File: src/rtl/drex_pkg.sv
package drex_pkg;

  localparam int unsigned VALUE_BITS = 14;
  localparam int unsigned REF_BITS   = 8;
  localparam int unsigned MAPPED_W   = 16;

  // A product of a sample and a grey level, and the offset numerator, fit in PROD_W bits.
  localparam int unsigned PROD_W    = VALUE_BITS + REF_BITS + 1;
  localparam int unsigned MAG_W     = PROD_W - 1;
  localparam int unsigned DIV_CNT_W = $clog2(MAG_W);

  localparam logic signed [VALUE_BITS-1:0] VAL_MAX = {1'b0, {(VALUE_BITS-1){1'b1}}};
  localparam logic signed [VALUE_BITS-1:0] VAL_MIN = {1'b1, {(VALUE_BITS-1){1'b0}}};
  localparam logic [REF_BITS-1:0] REF_MAX = {REF_BITS{1'b1}};
  localparam logic [REF_BITS-1:0] REF_MIN = '0;

  typedef enum logic [1:0] {
    CMD_MEASURE = 2'd0,
    CMD_MAP     = 2'd1,
    CMD_CLEAR   = 2'd2
  } cmd_e;

  typedef struct packed {
    logic             done;
    logic [MAG_W-1:0] quot;
  } div_res_t;

endpackage

File: src/rtl/drex_if.sv
interface drex_in_if;
  import drex_pkg::*;

  logic                         valid;
  logic                         ready;
  logic [1:0]                   cmd;
  logic [REF_BITS-1:0]          ref_pixel;
  logic signed [VALUE_BITS-1:0] value;

  modport source (output valid, output cmd, output ref_pixel, output value, input ready);
  modport sink (input valid, input cmd, input ref_pixel, input value, output ready);
endinterface

interface drex_out_if;
  import drex_pkg::*;

  logic                       valid;
  logic                       ready;
  logic signed [MAPPED_W-1:0] mapped;
  logic                       range_error;

  modport source (output valid, output mapped, output range_error, input ready);
  modport sink (input valid, input mapped, input range_error, output ready);
endinterface

File: src/rtl/drex_div.sv
module drex_div (
  input  logic                                clk_i,
  input  logic                                rst_ni,
  input  logic                                start_i,
  input  logic [drex_pkg::MAG_W-1:0]          dividend_i,
  input  logic [drex_pkg::VALUE_BITS-1:0]     divisor_i,
  output drex_pkg::div_res_t                  res_o
);
  import drex_pkg::*;

  logic                   busy_q, busy_d;
  logic                   done_q, done_d;
  logic [DIV_CNT_W-1:0]   cnt_q, cnt_d;
  logic [MAG_W-1:0]       quo_q, quo_d;
  logic [VALUE_BITS-1:0]  rem_q, rem_d;
  logic [VALUE_BITS-1:0]  den_q, den_d;
  logic [VALUE_BITS:0]    trial;
  logic [VALUE_BITS:0]    diff;
  logic                   last_step;

  assign trial     = {rem_q, quo_q[MAG_W-1]};
  assign diff      = trial - {1'b0, den_q};
  assign last_step = (cnt_q == DIV_CNT_W'(MAG_W - 1));

  always_comb begin
    busy_d = busy_q;
    done_d = 1'b0;
    cnt_d  = cnt_q;
    quo_d  = quo_q;
    rem_d  = rem_q;
    den_d  = den_q;
    if (start_i) begin
      busy_d = 1'b1;
      cnt_d  = '0;
      quo_d  = dividend_i;
      rem_d  = '0;
      den_d  = divisor_i;
    end else if (busy_q) begin
      if (!diff[VALUE_BITS]) begin
        rem_d = diff[VALUE_BITS-1:0];
        quo_d = {quo_q[MAG_W-2:0], 1'b1};
      end else begin
        rem_d = trial[VALUE_BITS-1:0];
        quo_d = {quo_q[MAG_W-2:0], 1'b0};
      end
      cnt_d = cnt_q + 1'b1;
      if (last_step) begin
        busy_d = 1'b0;
        done_d = 1'b1;
      end
    end
  end

  always_ff @(posedge clk_i or negedge rst_ni) begin
    if (!rst_ni) begin
      busy_q <= 1'b0;
      done_q <= 1'b0;
      cnt_q  <= '0;
    end else begin
      busy_q <= busy_d;
      done_q <= done_d;
      cnt_q  <= cnt_d;
    end
  end

  always_ff @(posedge clk_i) begin
    quo_q <= quo_d;
    rem_q <= rem_d;
    den_q <= den_d;
  end

  assign res_o.done = done_q;
  assign res_o.quot = quo_q;

`ifndef ASSERT_OFF
  a_no_restart: assert property (@(posedge clk_i) disable iff (!rst_ni)
    start_i |-> !busy_q)
    else $error("divider started while busy");
  a_done_idle: assert property (@(posedge clk_i) disable iff (!rst_ni)
    done_q |-> !busy_q)
    else $error("divider done while still busy");
  a_finish: assert property (@(posedge clk_i) disable iff (!rst_ni)
    busy_q && last_step && !start_i |=> done_q && !busy_q)
    else $error("divider missed its last step");
`endif

endmodule

File: src/rtl/dynamic_range_expansion_top.sv
// Channel  Direction  Fields
// in_i     sink       cmd[1:0], ref_pixel[7:0], value[VALUE_BITS-1:0] signed
// out_o    source     mapped[15:0] signed, range_error
//
// A measure or clear word updates the statistics; a code of three is dropped.
// A map word with a valid range runs through the states MUL, NUM, GDIV and ODIV, using
// the shared radix-2 divider that computes first the gain and then the offset.
// A map word with no measurement or a zero value range gives a range error.
// Reset is asynchronous and active low and restores the statistics at once.
// The result waits in an output register, so measure and clear words are taken while it stalls.
module dynamic_range_expansion_top (
  input  logic clk_i,
  input  logic rst_ni,
  drex_in_if.sink    in_i,
  drex_out_if.source out_o
);
  import drex_pkg::*;

  typedef enum logic [4:0] {
    S_IDLE = 5'b00001,
    S_MUL  = 5'b00010,
    S_NUM  = 5'b00100,
    S_GDIV = 5'b01000,
    S_ODIV = 5'b10000
  } state_e;

  state_e state_q, state_d;
  logic   done_pend_q, done_pend_d;

  logic [REF_BITS-1:0]          ref_low_q, ref_low_d;
  logic [REF_BITS-1:0]          ref_high_q, ref_high_d;
  logic signed [VALUE_BITS-1:0] val_low_q, val_low_d;
  logic signed [VALUE_BITS-1:0] val_high_q, val_high_d;
  logic                         measured_q, measured_d;

  logic signed [VALUE_BITS-1:0] v_q, v_d;
  logic [VALUE_BITS-1:0]        vr_q, vr_d;
  logic signed [PROD_W-1:0]     prod_q, prod_d;
  logic signed [PROD_W-1:0]     num_q, num_d;
  logic [REF_BITS-1:0]          gain_q, gain_d;
  logic                         neg_q, neg_d;
  logic signed [MAPPED_W-1:0]   res_mapped_q, res_mapped_d;
  logic                         res_err_q, res_err_d;

  logic                         out_valid_q, out_valid_d;
  logic signed [MAPPED_W-1:0]   out_mapped_q, out_mapped_d;
  logic                         out_err_q, out_err_d;

  logic                         in_fire;
  logic                         out_free;
  logic signed [VALUE_BITS:0]   vdiff;
  logic                         div_start;
  logic [MAG_W-1:0]             div_dividend;
  div_res_t                     div_res;
  logic [PROD_W-1:0]            num_abs;
  logic signed [PROD_W-1:0]     gv;
  logic [MAPPED_W-1:0]          off16;

  assign in_i.ready = (state_q == S_IDLE) && !done_pend_q;
  assign in_fire    = in_i.valid && in_i.ready;
  assign out_free   = !out_valid_q || out_o.ready;
  assign vdiff      = {val_high_q[VALUE_BITS-1], val_high_q} - {val_low_q[VALUE_BITS-1], val_low_q};
  assign num_abs    = num_q[PROD_W-1] ? -num_q : num_q;
  assign gv         = $signed({1'b0, gain_q}) * v_q;
  assign off16      = neg_q ? -div_res.quot[MAPPED_W-1:0] : div_res.quot[MAPPED_W-1:0];

  assign div_start    = (state_q == S_MUL) || ((state_q == S_GDIV) && div_res.done);
  assign div_dividend = (state_q == S_MUL) ? {{(MAG_W-REF_BITS){1'b0}}, ref_high_q - ref_low_q}
                                           : num_abs[MAG_W-1:0];

  drex_div u_div (
    .clk_i      (clk_i),
    .rst_ni     (rst_ni),
    .start_i    (div_start),
    .dividend_i (div_dividend),
    .divisor_i  (vr_q),
    .res_o      (div_res)
  );

  always_comb begin
    state_d      = state_q;
    done_pend_d  = done_pend_q;
    ref_low_d    = ref_low_q;
    ref_high_d   = ref_high_q;
    val_low_d    = val_low_q;
    val_high_d   = val_high_q;
    measured_d   = measured_q;
    v_d          = v_q;
    vr_d         = vr_q;
    prod_d       = prod_q;
    num_d        = num_q;
    gain_d       = gain_q;
    neg_d        = neg_q;
    res_mapped_d = res_mapped_q;
    res_err_d    = res_err_q;
    out_valid_d  = out_valid_q && !out_o.ready;
    out_mapped_d = out_mapped_q;
    out_err_d    = out_err_q;

    case (state_q)
      S_IDLE: begin
        if (done_pend_q && out_free) begin
          done_pend_d  = 1'b0;
          out_valid_d  = 1'b1;
          out_mapped_d = res_mapped_q;
          out_err_d    = res_err_q;
        end else if (in_fire) begin
          case (in_i.cmd)
            CMD_MEASURE: begin
              if (in_i.ref_pixel < ref_low_q) ref_low_d = in_i.ref_pixel;
              if (in_i.ref_pixel > ref_high_q) ref_high_d = in_i.ref_pixel;
              if (in_i.value < val_low_q) val_low_d = in_i.value;
              if (in_i.value > val_high_q) val_high_d = in_i.value;
              measured_d = 1'b1;
            end
            CMD_CLEAR: begin
              ref_low_d  = REF_MAX;
              ref_high_d = REF_MIN;
              val_low_d  = VAL_MAX;
              val_high_d = VAL_MIN;
              measured_d = 1'b0;
            end
            CMD_MAP: begin
              v_d  = in_i.value;
              vr_d = vdiff[VALUE_BITS-1:0];
              if (!measured_q || (val_high_q <= val_low_q)) begin
                res_mapped_d = '0;
                res_err_d    = 1'b1;
                done_pend_d  = 1'b1;
              end else begin
                state_d = S_MUL;
              end
            end
            default: begin
            end
          endcase
        end
      end
      S_MUL: begin
        prod_d  = $signed(val_high_q) * $signed({1'b0, ref_low_q});
        state_d = S_NUM;
      end
      S_NUM: begin
        num_d   = prod_q - $signed({1'b0, ref_high_q}) * val_low_q;
        state_d = S_GDIV;
      end
      S_GDIV: begin
        if (div_res.done) begin
          gain_d  = div_res.quot[REF_BITS-1:0];
          neg_d   = num_q[PROD_W-1];
          state_d = S_ODIV;
        end
      end
      S_ODIV: begin
        if (div_res.done) begin
          res_mapped_d = gv[MAPPED_W-1:0] + off16;
          res_err_d    = 1'b0;
          done_pend_d  = 1'b1;
          state_d      = S_IDLE;
        end
      end
      default: begin
        state_d = S_IDLE;
      end
    endcase
  end

  always_ff @(posedge clk_i or negedge rst_ni) begin
    if (!rst_ni) begin
      state_q     <= S_IDLE;
      done_pend_q <= 1'b0;
      ref_low_q   <= REF_MAX;
      ref_high_q  <= REF_MIN;
      val_low_q   <= VAL_MAX;
      val_high_q  <= VAL_MIN;
      measured_q  <= 1'b0;
      out_valid_q <= 1'b0;
    end else begin
      state_q     <= state_d;
      done_pend_q <= done_pend_d;
      ref_low_q   <= ref_low_d;
      ref_high_q  <= ref_high_d;
      val_low_q   <= val_low_d;
      val_high_q  <= val_high_d;
      measured_q  <= measured_d;
      out_valid_q <= out_valid_d;
    end
  end

  always_ff @(posedge clk_i) begin
    v_q          <= v_d;
    vr_q         <= vr_d;
    prod_q       <= prod_d;
    num_q        <= num_d;
    gain_q       <= gain_d;
    neg_q        <= neg_d;
    res_mapped_q <= res_mapped_d;
    res_err_q    <= res_err_d;
    out_mapped_q <= out_mapped_d;
    out_err_q    <= out_err_d;
  end

  assign out_o.valid       = out_valid_q;
  assign out_o.mapped      = out_mapped_q;
  assign out_o.range_error = out_err_q;

`ifndef ASSERT_OFF
  a_err_zero: assert property (@(posedge clk_i) disable iff (!rst_ni)
    out_valid_q && out_err_q |-> out_mapped_q == '0)
    else $error("range error word carries a nonzero value");
  a_ref_order: assert property (@(posedge clk_i) disable iff (!rst_ni)
    measured_q |-> ref_low_q <= ref_high_q)
    else $error("reference minimum above maximum");
  a_val_order: assert property (@(posedge clk_i) disable iff (!rst_ni)
    measured_q |-> val_low_q <= val_high_q)
    else $error("sample minimum above maximum");
  a_clear: assert property (@(posedge clk_i) disable iff (!rst_ni)
    in_fire && (in_i.cmd == CMD_CLEAR) |=> !measured_q)
    else $error("clear word did not reset the statistics");
`endif

endmodule
File: src/flat_wrapper.sv
// flat-port wrapper written by rule: the top's interface ports become plain ports
module dynamic_range_expansion_top_flat import drex_pkg::*;
  (clk_i, rst_ni, in_i_valid, in_i_cmd, in_i_ref_pixel, in_i_value, in_i_ready, out_o_valid, out_o_mapped, out_o_range_error, out_o_ready);
  drex_in_if in_i_i ();
  drex_out_if out_o_i ();
  input  logic clk_i;
  input  logic rst_ni;
  input wire logic [$bits(in_i_i.valid)-1:0] in_i_valid;
  input wire logic [$bits(in_i_i.cmd)-1:0] in_i_cmd;
  input wire logic [$bits(in_i_i.ref_pixel)-1:0] in_i_ref_pixel;
  input wire logic [$bits(in_i_i.value)-1:0] in_i_value;
  output wire logic [$bits(in_i_i.ready)-1:0] in_i_ready;
  output wire logic [$bits(out_o_i.valid)-1:0] out_o_valid;
  output wire logic [$bits(out_o_i.mapped)-1:0] out_o_mapped;
  output wire logic [$bits(out_o_i.range_error)-1:0] out_o_range_error;
  input wire logic [$bits(out_o_i.ready)-1:0] out_o_ready;
  assign in_i_i.valid = in_i_valid;
  assign in_i_i.cmd = in_i_cmd;
  assign in_i_i.ref_pixel = in_i_ref_pixel;
  assign in_i_i.value = in_i_value;
  assign in_i_ready = in_i_i.ready;
  assign out_o_valid = out_o_i.valid;
  assign out_o_mapped = out_o_i.mapped;
  assign out_o_range_error = out_o_i.range_error;
  assign out_o_i.ready = out_o_ready;
  dynamic_range_expansion_top u_core (.clk_i(clk_i), .rst_ni(rst_ni), .in_i(in_i_i), .out_o(out_o_i));
endmodule
File: config.mk
export PLATFORM = sky130hd
export DESIGN_NAME = dynamic_range_expansion_top_flat
export DESIGN_NICKNAME = d
export VERILOG_FILES = /design/src/rtl/drex_pkg.sv /design/src/rtl/drex_if.sv /design/src/rtl/drex_div.sv /design/src/rtl/dynamic_range_expansion_top.sv /design/src/flat_wrapper.sv
export SDC_FILE = /design/constraint.sdc
export NUM_CORES = 1
export LEC_CHECK = 0
export BUFFER_PORTS_ARGS = -buffer_cell sky130_fd_sc_hd__buf_4
export CAP_MARGIN = 25
export CORE_UTILIZATION = 50
export DETAILED_ROUTE_END_ITERATION = 12
export HOLD_SLACK_MARGIN = 0.1
export PLACE_DENSITY = 0.74
export SLEW_MARGIN = 10
export SYNTH_ARGS = -nofsm -noshare
export SYNTH_HDL_FRONTEND = slang
export SYNTH_SLANG_ARGS = --single-unit
File: constraint.sdc
create_clock -name clk_i -period 8.7 [get_ports clk_i]
set_clock_uncertainty 0.2 [all_clocks]
set_input_delay 1.305 -clock clk_i [delete_from_list [all_inputs] [get_ports clk_i]]
set_output_delay 1.305 -clock clk_i [all_outputs]
set_load 0.05 [all_outputs]
[After elaboration in Yosys (flattened, before gate mapping)]
Index checks and enable logic that the tools add are counted.
Storage, ports and cells
  flip-flop bits (word level): 226
  bits in latches: 0
  RAM bits: 0
  bits in read-only memories: 0
  bits of input ports: 28
  word-level logic and storage cells: 138
  memories kept: 0
Cells by class
  add/sub/neg operators: 8
  multiply operators: 3
  divide/modulo/power cells: 0
  $lt $le $gt $ge: 5
  equality and inequality tests: 22
  shift operators: 0
  multiplexer cells: 48
  bitwise logic cells: 1
  reductions and logical operators: 27
Operators with widths (number)
  16-bit 2-to-1 mux: 6
  22-bit 2-to-1 mux: 4
  14-bit one-hot mux with 2 select lines: 2
  14-bit 2-to-1 mux: 3
  5-bit 2-to-1 mux: 8
  16-bit one-hot mux with 2 select lines: 1
  8-bit one-hot mux with 2 select lines: 2
  5-bit one-hot mux with 5 select lines: 1
  5-bit AND reduction: 5
  14-bit by 9-bit multiplier with 23-bit output: 1
  9-bit by 14-bit multiplier with 23-bit output: 1
  23-bit subtractor: 1
  22-bit negation: 1
  16-bit adder: 1
  9-bit by 14-bit multiplier with 16-bit output: 1
  1-bit 2-to-1 mux: 16
  8-bit 2-to-1 mux: 2
  16-bit negation: 1
  15-bit by 14-bit subtractor with 15-bit output: 1
  14-bit greater-than comparator: 1
  14-bit less-or-equal comparator: 1
  14-bit less-than comparator: 1
  14-bit subtractor: 1
  2-bit != test (second input constant): 6
  24 further kinds: 46

[Depth between registers and ports, before layout]
Gate-level depths: netlist of the first run.
  word-level depth: 7
  gate-level depth with buffers: 22
  mapped depth without buffers: 21

[Hierarchy]
From an unflattened synthesis of the first run, not the netlist that was laid out.
Unflattened totals
  cells, all modules: 2422
  area, all modules: 23537.6 um^2
By module, submodules not included
  dynamic_range_expansion_top: instances 1, cells an instance 2146, area an instance 20490.9 um^2
  drex_div: instances 1, cells an instance 276, area an instance 3046.7 um^2

[Worst setup path after synthesis of the first run]
Ideal clock, no wire load.
  path type: flip-flop to flip-flop
  from: register u_core.ref_high_q[3]
  to: register u_core.num_q[22] (data pin)
  setup time: 0.138 ns
  arrival: 5.503 ns
  setup slack: 2.860 ns
  cell stages (with the launch flop): 21
  path buffers: 1
  clock period less this slack: 5.840 ns
  path through: dfrtp_1 inv_1 clkbuf_1 nor2_1 fa_1 inv_1 fa_1 fa_1 fa_1 inv_1 fa_1 inv_1 ha_1 a21oi_1 o21ai_0 nor2b_1 a211oi_1 a21oi_1 a211o_1 or4_1 nand4_1
Between the ends
  cells in the longest elaborated chain, start to end: 2
RTL lines
  start, declared: RTL line dynamic_range_expansion_top.sv:31  | logic [REF_BITS-1:0] ref_high_q, ref_high_d;
  start signal, assigned: RTL line dynamic_range_expansion_top.sv:182  | ref_high_q <= ref_high_d;
  9-bit by 14-bit multiplier with 23-bit output: RTL line dynamic_range_expansion_top.sv:144  | num_d = prod_q - $signed({1'b0, ref_high_q}) * val_low_q;
  23-bit subtractor: RTL line dynamic_range_expansion_top.sv:144
  end signal, assigned: RTL line dynamic_range_expansion_top.sv:194  | num_q <= num_d;
  end, declared: RTL line dynamic_range_expansion_top.sv:39  | logic signed [PROD_W-1:0] num_q, num_d;
Every way passes these cells.
A chain may end at the register's enable or synchronous reset.

[Final worst setup path of the first run]
  from: register u_core.val_low_q[1]
  to: register u_core.num_q[22] (data pin)
Between the ends
  cells in the longest elaborated chain, start to end: 2
RTL lines
  start, declared: RTL line dynamic_range_expansion_top.sv:32  | logic signed [VALUE_BITS-1:0] val_low_q, val_low_d;
  start signal, assigned: RTL line dynamic_range_expansion_top.sv:183  | val_low_q <= val_low_d;
  9-bit by 14-bit multiplier with 23-bit output: RTL line dynamic_range_expansion_top.sv:144
  23-bit subtractor: RTL line dynamic_range_expansion_top.sv:144
Every way passes these cells.

==> out/results.txt, run 1 <==
Design Area, Final: 25,500 sq um
CTS root buf: clkbuf_16
Family with the most delay on the worst path: adder cells
CTS tree: yes
Fin Setup TNS: 0 ns
Mean Syn Cell Area: 9.65 sq um
Num CTS Buffers: 27
Setup Fix Bufs, Post-CTS: 0
Hold-fix buffer count after cts: 0
Mapped cell area: 23,400 sq um
Hold Path Class: flop to flop
Gr ovfl total: 0
Vias in the first global route: 17.9k
Clock slew at reported path FFs: 0.06 ns
Worst Hold Slack: 0.218 ns
Hold Crit Depth: 0
Unrepaired setup endpoints after global routing: no
Sink Count: 226
Max Root-Sink Buffers: 3
Final setup viols: 0
Die Width: 218 um
DIE AREA: 47,600 sq um
CP required: 8.93 ns
Crit Path Category: flop to flop
Worst skew pair latency: 0.58 ns
Worst Path Arrival: 6.48 ns
Post-cts sizing count: 0
Final wirelength: 57.2 mm
Drt wl/cell: 18.6 um
Layout cells sized above 1: 5.72%
H-tree depth: 1
Buf+Inv Stages, Crit Path: 4
Diodes inserted: 0
Crit-path cells: clkinv_1, nor2_1, fa_1, ha_1, fa_1, inv_1, fa_1, inv_1, fa_1, inv_1, ha_1, nor2b_1, a311o_1, a211oi_1, a21oi_1, a211o_1, or4_1, nand4_1
Largest net degree at the start of global routing: 60
Via-to-Cell Ratio: 5.55
HPWL Detailed: 45.5 mm
Vias: 17.1k
Net Count, Synth: 2,950
GRT Overall Usage: 25.2%
Yosys reg bits: 226
Die Ht: 218 um
Instance count on the critical path: 18
Top-count cell post-synth: inv_1
Top-area cell type share of the netlist area: 23.8%
R2R depth: 18
Fin crit share: 71.8%
RePlAce Congestion: 0.967
Worst-margin pin slew: 0.833 ns
Synthesis-to-layout area growth: 8.94%
Core Util, Final: 55.6%
Buffers on Ports: 46
Top cells by area, synth: fa_1, edfxtp_1, ha_1, inv_1, dfrtp_1
Drt first pass iters: 5
Cell variety after synth: 67
Residual DRC: 0
Starting Density: 51.1%
CP dominant cell by count: fa_1
Critical-path top delay cell: dfstp_2
Asr flop ratio synth: 26.1%
Outcome: finished clean
Main synth FF type: edfxtp_1
Minimum clock period: 6.25 ns
Critical Path Sink Type: flop
Initial DRC Count: 1,187
Synth top cells by count: inv_1, fa_1, nor2_1, ha_1, nand2_1
Initial antenna violation count: 1
Fin. Hold Viols: 0
Placed Area: 24,400 sq um
Multi-input combinational cell area: 15,000 sq um
Synth warn: 0
Nets: 2,988
Relative slew slack: 44.5%
Cells after Synth: 2,422
Post-synthesis sequential area ratio: 27.3%
FF/Latch Area: 6380 sq um
Synth area leader: fa_1
Post-synth EDFFs: 153
Max-slew violation count: 0
Startpoint types: flop
Core area: 45,800 sq um
Max frequency: 160 MHz
CP max FO: 9
Antenna Nets Post-Route: 0
Io pins: 47
Max cap viols: 0
Biggest cell delay along the critical path: 0.57 ns
Fillers: 3,935
First-pass GRT wire length: 94.0 mm
Core Rows: 78
worst paths after layout:
check / startpoint / endpoint / slack [ns]
min in group asynchronous: rst_ni / u_core.ref_high_q[7] / 0.62
worst min-delay path: u_core.res_mapped_q[4] / u_core.out_o.mapped[4] / 0.22
max in group asynchronous: rst_ni / u_core.u_div.busy_q / 7.11
worst max-delay path: u_core.val_low_q[1] / u_core.num_q[22] / 2.45
worst max register to register: u_core.val_low_q[1] / u_core.num_q[22] / 2.45
worst min register to register: u_core.res_mapped_q[4] / u_core.out_o.mapped[4] / 0.22
metal layers:
metal,up-vias,track usage [%],wire [um]
met1,8516,31.8,23600
met2,558,44.0,28300
met4,2,9.28,2150
met5,-,0,13
met3,129,3.01,3150
li1,7900,-,-
layout by cell type, fill, tap and decap left out, drive strengths merged, types with 36 or more instances in the layout:
cell      n
inv     472
fa      278
nor2    224
ha      222
nand2   191
edfxtp  153
a21oi   106
o21ai    97
xnor2    79
and2     69
buf      59
xor2     51
a21o     38
nor3     37
dfrtp    36
cell families (layout without fill, tap and decap cells):
| kind of cell | Yosys count | after routing | share of synthesized area (%) |
|---|---|---|---|
| buffers and inverters | 533 | 592 | 8.59 |
| and+or+nand+nor | 654 | 654 | 13.0 |
| xor gates and xnor gates | 130 | 130 | 4.87 |
| DFF | 226 | 226 | 27.3 |
| AOI/OAI and AO/OA | 365 | 365 | 9.94 |
| muxes | 14 | 14 | 0.610 |
| adders and majority gates | 500 | 500 | 35.7 |
metrics by stage:
| step | setup WS (ns) | instances |
|---|---|---|
| final | 2.45 | 3081 |
| after global routing | 2.11 | 3081 |
| after CTS | 2.39 | 3079 |
| after detailed placement | 2.46 | 3029 |
| after global placement | 2.58 | 3029 |
| after floorplan | 2.86 | 2422 |
worst reg2reg max path: stages (launching register included):
cell and delay (ns):
dfstp_2 0.57, clkinv_1 0.25, nor2_1 0.26, fa_1 0.44
ha_1 0.23, fa_1 0.53, inv_1 0.05, fa_1 0.47
inv_1 0.05, fa_1 0.53, inv_1 0.05, ha_1 0.33
nor2b_1 0.19, a311o_1 0.40, a211oi_1 0.41, a21oi_1 0.22
a211o_1 0.34, or4_1 0.47, nand4_1 0.10
flip-flops by register name, summed over array words and instances (netlist names), 5 cells and up:
name / flops
u_core.ref_low_q: 8
u_core.u_div.cnt_q: 5
u_core.prod_q: 23
u_core.vr_q: 14
u_core.res_mapped_q: 16
u_core.u_div.quo_q: 22
u_core.state_q: 5
u_core.val_high_q: 14
u_core.gain_q: 8
u_core.ref_high_q: 8
u_core.num_q: 23
u_core.out_o.mapped: 16
u_core.u_div.den_q: 14
u_core.u_div.rem_q: 14
u_core.v_q: 14
u_core.val_low_q: 14
layout make-up:
class / instances / area share (%)
multi-input cells: 1663 / 59.0
clock buffers: 31 / 2.71
well taps: 600 / 2.95
clock inverters: 19 / 1.30
flip-flops and latches: 226 / 25.1
repair buffers: 60 / 1.92
inverters: 482 / 7.11
Power of run 1 is not shown: default switching activity piles up to over one toggle a cycle in this logic, so the estimate is an artifact.
==> run 2: changes to the inputs <==
--- a/config.mk
+++ b/config.mk
@@ -5,6 +5,7 @@
 export SDC_FILE = /design/constraint.sdc
 export NUM_CORES = 1
 export LEC_CHECK = 0
+export ABC_AREA = 1
 export BUFFER_PORTS_ARGS = -buffer_cell sky130_fd_sc_hd__buf_4
 export CAP_MARGIN = 25
 export CORE_UTILIZATION = 50
==> constraint.sdc (replaced) <==
create_clock -name clk_i -period 6.4 [get_ports clk_i]
set_clock_uncertainty 0.2 [all_clocks]
set_input_delay 0.96 -clock clk_i [delete_from_list [all_inputs] [get_ports clk_i]]
set_output_delay 0.96 -clock clk_i [all_outputs]
set_load 0.05 [all_outputs]
==> run 2 against run 1 <==
Net effect:
- fmax rose by 13%
- critical path depth fell by 1
- core utilization is 1.2 points lower
- synthesized cell count grew 27%
==> out/results.txt, run 2 <==
Outcome: finished clean (unchanged)
RePlAce Congestion: 0.949 (was 0.967)
Initial DRC Count: 1,245 (was 1,187)
Vias in the first global route: 19.4k (was 17.9k)
Worst Hold Slack: 0.199 ns (was 0.218 ns)
Mean Syn Cell Area: 8.13 sq um (was 9.65 sq um)
Biggest regs: u_core.num_q (23), u_core.prod_q (23), u_core.u_div.quo_q (22) (unchanged)
Placed Area: 25,900 sq um (was 24,400 sq um)
Die Ht: 226 um (was 218 um)
Final wirelength: 57.9 mm (was 57.2 mm)
Met1 usage: 31.3% (was 31.8%)
Startpoint types: flop (unchanged)
Max Root-Sink Buffers: 3 (unchanged)
H-tree depth: 1 (unchanged)
Top cells by area, synth: fa_1, edfxtp_1, inv_1, ha_1, nand2_1 (was fa_1, edfxtp_1, ha_1, inv_1, dfrtp_1)
Sink Count: 226 (unchanged)
Hold_sp: u_core.vr_q[13] (was u_core.res_mapped_q[4])
Final setup viols: 0 (unchanged)
Main synth FF type: edfxtp_1 (unchanged)
Unrepaired setup endpoints after global routing: no (unchanged)
CP max FO: 16 (was 9)
Synth warn: 0 (unchanged)
Worst r2r dst: u_core.num_q[22] (unchanged)
Reg-to-reg slack, setup: 0.86 ns (was 2.45 ns)
Minimum clock period: 5.54 ns (was 6.25 ns)
Multi-input combinational cell area: 15,300 sq um (was 15,000 sq um)
Relative slew slack: 47.0% (was 44.5%)
Nets: 3,597 (was 2,988)
Clock slew at reported path FFs: 0.06 ns (about the same)
Worst skew pair latency: 0.58 ns (about the same)
Gr ovfl total: 0 (unchanged)
Max-slew violation count: 0 (unchanged)
Fin Setup TNS: 0 ns (unchanged)
CTS tree: yes (unchanged)
Net Count, Synth: 3,607 (was 2,950)
Synth top cells by count: inv_1, nand2_1, fa_1, ha_1, edfxtp_1 (was inv_1, fa_1, nor2_1, ha_1, nand2_1)
Fin. Hold Viols: 0 (unchanged)
Via-to-Cell Ratio: 5.14 (was 5.55)
Synth area leader: fa_1 (unchanged)
Vias: 19.3k (was 17.1k)
Hold Path Class: flop to flop (unchanged)
Reg2Reg Launch Point: u_core.ref_high_q[1] (was u_core.val_low_q[1])
Synthesis-to-layout area growth: 6.87% (was 8.94%)
Inst Count DP: 3,705 (was 3,029)
Asr flop ratio synth: 26.1% (unchanged)
Initial antenna violation count: 1 (unchanged)
Residual DRC: 0 (unchanged)
FF/Latch Area: 6380 sq um (unchanged)
Max cap viols: 0 (unchanged)
Die Width: 226 um (was 218 um)
Yosys reg bits: 226 (unchanged)
Cell variety after synth: 52 (was 67)
Drt wl/cell: 15.4 um (was 18.6 um)
Fillers: 4,489 (was 3,935)
Worst Path Arrival: 5.64 ns (was 6.48 ns)
CP required: 6.51 ns (was 8.93 ns)
Hold-fix buffer count after cts: 0 (unchanged)
Core Rows: 81 (was 78)
Antenna Nets Post-Route: 0 (unchanged)
Hold Path End: u_core.u_div.den_q[13] (was u_core.out_o.mapped[4])
Top-count cell post-synth: inv_1 (unchanged)
Max frequency: 181 MHz (was 160 MHz)
Critical Path Sink Type: flop (unchanged)
Post-cts sizing count: 0 (unchanged)
Core area: 49,200 sq um (was 45,800 sq um)
GRT Overall Usage: 24.2% (was 25.2%)
HPWL Detailed: 46.5 mm (was 45.5 mm)
Design Area, Final: 26,800 sq um (was 25,500 sq um)
Final non-filler cell total: 3,755 (was 3,081)
Post-synth EDFFs: 153 (unchanged)
Io pins: 47 (unchanged)
Commonest cells after routing, fill and taps aside: inv_1, nand2_1, fa_1 (was inv_1, fa_1, nor2_1)
Setup Fix Bufs, Post-CTS: 0 (unchanged)
CTS root buf: clkbuf_16 (unchanged)
Post-synthesis sequential area ratio: 25.5% (was 27.3%)
Cells after Synth: 3,079 (was 2,422)
Largest net degree at the start of global routing: 60 (unchanged)
GR Util met2: 42.4% (was 44.0%)
Worst-margin pin slew: 0.795 ns (was 0.833 ns)
Crit Path Category: flop to flop (unchanged)
Hold Crit Depth: 0 (unchanged)
DIE AREA: 51,000 sq um (was 47,600 sq um)
Drt first pass iters: 6 (was 5)
Layer with the highest usage: met2 (unchanged)
Num CTS Buffers: 26 (was 27)
Fin crit share: 86.5% (was 71.8%)
Top-area cell type share of the netlist area: 22.2% (was 23.8%)
Mapped cell area: 25,000 sq um (was 23,400 sq um)
Most common cell after layout, fill and taps aside: inv_1 (unchanged)
Layout cells sized above 1: 5.24% (was 5.72%)
Buffers on Ports: 46 (unchanged)
First-pass GRT wire length: 97.8 mm (was 94.0 mm)
Grt met3 use: 2.95% (was 3.01%)
Starting Density: 50.9% (was 51.1%)
R2R depth: 17 (was 18)
## run 2: logic make-up (layout without fill, tap and decap cells)
logic type	Yosys count	count (layout)	share of synthesized area (%)
adder cells (fa/ha/maj)	500	500	33.3
flip-flops	226	226	25.5
AO/OA/AOI/OAI	320	320	7.07
other	0	2	0
buffers and inverters	892	902	13.6
XOR/XNOR	93	93	3.25
AND/OR/NAND/NOR	1048	1048	17.3
## run 2: worst max-delay path by stage
stage                               from                to  slack [ns]
CTS                 u_core.ref_high_q[1]  u_core.num_q[22]        0.87
global placement    u_core.ref_high_q[1]  u_core.num_q[22]        0.93
floorplan            u_core.val_low_q[1]  u_core.num_q[15]        1.32
finish              u_core.ref_high_q[1]  u_core.num_q[22]        0.86
global route        u_core.ref_high_q[1]  u_core.num_q[22]        0.55
detailed placement  u_core.ref_high_q[1]  u_core.num_q[22]        0.90
## run 2: critical path, stage by stage (launching register included)
cell      delay [ns]
dfrtp_1         0.74
nand2_1         0.19
inv_1           0.16
fa_1            0.43
inv_1           0.09
fa_1            0.44
fa_1            0.51
fa_1            0.55
inv_1           0.06
fa_1            0.53
inv_1           0.04
ha_1            0.37
a21oi_1         0.21
o21ai_0         0.17
a221oi_1        0.36
o211ai_1        0.14
nand2_1         0.08
nand2_1         0.05
## run 2: routing by layer
| layer | up-vias | wire length, um |
|---|---|---|
| met5 | - | 0 |
| met4 | 0 | 1780 |
| met3 | 107 | 3540 |
| met2 | 579 | 28300 |
| met1 | 9254 | 24300 |
| li1 | 9351 | - |
## run 2: final cells by class
type	instances	share of cell area [%]
clock buffers	31	2.54
well taps	664	3.10
multi-input cells	1961	57.1
inverters	797	11.2
flip-flops and latches	226	23.8
repair buffers	57	1.60
diodes	2	0.0187
clock inverters	17	0.608
## run 2: per-stage QoR
stage               setup slack, ns  utilization [%]
detailed placement            0.901             52.7
finish                        0.865             54.4
global route                  0.549             54.4
CTS                           0.871             54.4
global placement              0.933             52.7
floorplan                      1.32                -
Power of run 2 is left out for the same reason.
==> run 3: changes to the inputs <==
--- a/config.mk
+++ b/config.mk
@@ -10,6 +10,7 @@
 export CAP_MARGIN = 25
 export CORE_UTILIZATION = 50
 export DETAILED_ROUTE_END_ITERATION = 12
+export GPL_TIMING_DRIVEN = 0
 export HOLD_SLACK_MARGIN = 0.1
 export PLACE_DENSITY = 0.74
 export SLEW_MARGIN = 10
==> run 3 against run 2 <==
Net effect:
- worst setup slack worse by 0.33 ns
- via count increased by 1.9%
- critical path depth up 1
- cell area up 1.7%
- register-to-register slack got worse by 0.33 ns
- clock-buffer cell count up 2
- sequential share of layout area is 0.40 points lower
- core utilization up 0.93 points
==> out/results.txt, run 3 (same netlist as run 2, synthesis figures left out) <==
Reg2Reg Launch Point: u_core.ref_high_q[3] (was u_core.ref_high_q[1])
Crit. Startpoint: u_core.ref_high_q[3] (was u_core.ref_high_q[1])
Gr ovfl total: 0 (unchanged)
Antenna Nets Post-Route: 0 (unchanged)
Worst Path Arrival: 5.96 ns (was 5.64 ns)
GRT Overall Usage: 24.6% (was 24.2%)
DIE AREA: 51,000 sq um (unchanged)
Num CTS Buffers: 26 (unchanged)
Fin. Hold Viols: 0 (unchanged)
Buffers on Ports: 46 (unchanged)
Hold-fix buffer count after cts: 0 (unchanged)
Initial DRC Count: 1,333 (was 1,245)
DP Worst Slack: 0.612 ns (was 0.901 ns)
Worst Hold Slack: 0.216 ns (was 0.199 ns)
Worst r2r dst: u_core.num_q[22] (unchanged)
Io pins: 47 (unchanged)
Critical path capture point: u_core.num_q[22] (unchanged)
CTS tree: yes (unchanged)
CTS root buf: clkbuf_16 (unchanged)
Core Rows: 81 (unchanged)
Core area: 49,200 sq um (unchanged)
Minimum clock period: 5.87 ns (was 5.54 ns)
Fin Setup TNS: 0 ns (unchanged)
Critical Path Sink Type: flop (unchanged)
Layout cells sized above 1: 5.60% (was 5.24%)
Most common cell after layout, fill and taps aside: inv_1 (unchanged)
Max frequency: 170 MHz (was 181 MHz)
FF/Latch Area: 6380 sq um (unchanged)
Startpoint types: flop (unchanged)
Max-slew violation count: 0 (unchanged)
H-tree depth: 1 (unchanged)
Worst skew pair latency: 0.55 ns (was 0.58 ns)
Final setup viols: 0 (unchanged)
Fin crit share: 91.6% (was 86.5%)
Synthesis-to-layout area growth: 8.69% (was 6.87%)
Relative slew slack: 38.9% (was 47.0%)
Residual DRC: 0 (unchanged)
Outcome: finished clean (unchanged)
Post-cts sizing count: 0 (unchanged)
Setup Fix Bufs, Post-CTS: 0 (unchanged)
Final wirelength: 59.1 mm (was 57.9 mm)
Clock slew at reported path FFs: 0.06 ns (about the same)
Commonest cells after routing, fill and taps aside: inv_1, nand2_1, fa_1 (unchanged)
First-pass GRT wire length: 99.4 mm (was 97.8 mm)
Sink Count: 226 (unchanged)
HPWL Detailed: 48.2 mm (was 46.5 mm)
CP max FO: 10 (was 16)
Nets: 3,685 (was 3,597)
Max cap viols: 0 (unchanged)
Worst-margin pin slew: 0.909 ns (was 0.795 ns)
Biggest regs: u_core.num_q (23), u_core.prod_q (23), u_core.u_div.quo_q (22) (unchanged)
Die Ht: 226 um (unchanged)
Fillers: 4,474 (was 4,489)
Min setup slack post-route: 0.535 ns (was 0.865 ns)
Crit Path Category: flop to flop (unchanged)
Max Root-Sink Buffers: 3 (unchanged)
Hold Path Class: flop to flop (unchanged)
Initial antenna violation count: 2 (was 1)
R2R depth: 18 (was 17)
Die Width: 226 um (unchanged)
Drt first pass iters: 6 (unchanged)
Unrepaired setup endpoints after global routing: no (unchanged)
Vias in the first global route: 20.1k (was 19.4k)
Multi-input combinational cell area: 15,300 sq um (about the same)
RePlAce Congestion: 0.929 (was 0.949)
Via-to-Cell Ratio: 5.11 (was 5.14)
Largest net degree at the start of global routing: 60 (unchanged)
Reg-to-reg slack, setup: 0.53 ns (was 0.86 ns)
CP required: 6.49 ns (was 6.51 ns)
Starting Density: 50.9% (unchanged)
Vias: 19.7k (was 19.3k)
Drt wl/cell: 15.4 um (about the same)
[run 3: worst min-delay path by stage]
stage / startpoint / to / slack (ns) / depth (start not counted)
detailed placement: u_core.res_mapped_q[12] / u_core.out_o.mapped[12] / 0.21 / 0
CTS: u_core.vr_q[9] / u_core.u_div.den_q[9] / 0.22 / 0
floorplan: u_core.res_mapped_q[0] / u_core.out_o.mapped[0] / 0.20 / 0
global placement: u_core.res_mapped_q[6] / u_core.out_o.mapped[6] / 0.20 / 0
finish: u_core.vr_q[9] / u_core.u_div.den_q[9] / 0.22 / 0
global route: u_core.vr_q[2] / u_core.u_div.den_q[2] / 0.23 / 0
[run 3: per-layer routing]
layer,track usage [%],vias up,routed length [um]
li1,-,9533,-
met1,30.9,9402,24500
met2,42.7,585,28500
met3,3.19,128,3590
met4,9.79,2,2520
met5,0,-,13
[run 3: layout make-up]
type	instances	share of cell area, %
inverter	797	11.0
clock buffer	33	2.68
multi-input combinational	1961	56.1
timing repair buffer	50	1.38
antenna	1	0.00919
tap	664	3.05
buffer	95	1.48
sequential	226	23.4
clock inverter	15	0.823
[run 3: per-stage QoR]
step                std cells  cell area, sq um  util [%]
floorplan                3079             25000         -
global placement         3789             26200      53.3
finish                   3842             27200      55.4
detailed placement       3793             26300      53.4
global route             3841             27200      55.4
CTS                      3841             27200      55.4
[run 3: worst max-delay path, cell delays in order (launching register included)]
cell	delay (ns)
dfrtp_1	0.55
clkbuf_1	0.46
nand2_1	0.11
inv_1	0.09
fa_1	0.40
inv_1	0.25
fa_1	0.50
fa_1	0.51
fa_1	0.49
inv_1	0.05
fa_1	0.47
inv_1	0.05
ha_1	0.41
a21oi_1	0.23
o21ai_0	0.17
a221oi_1	0.37
o211ai_1	0.14
nand2_1	0.09
nand2_1	0.06
Power of run 3 is left out for the same reason.
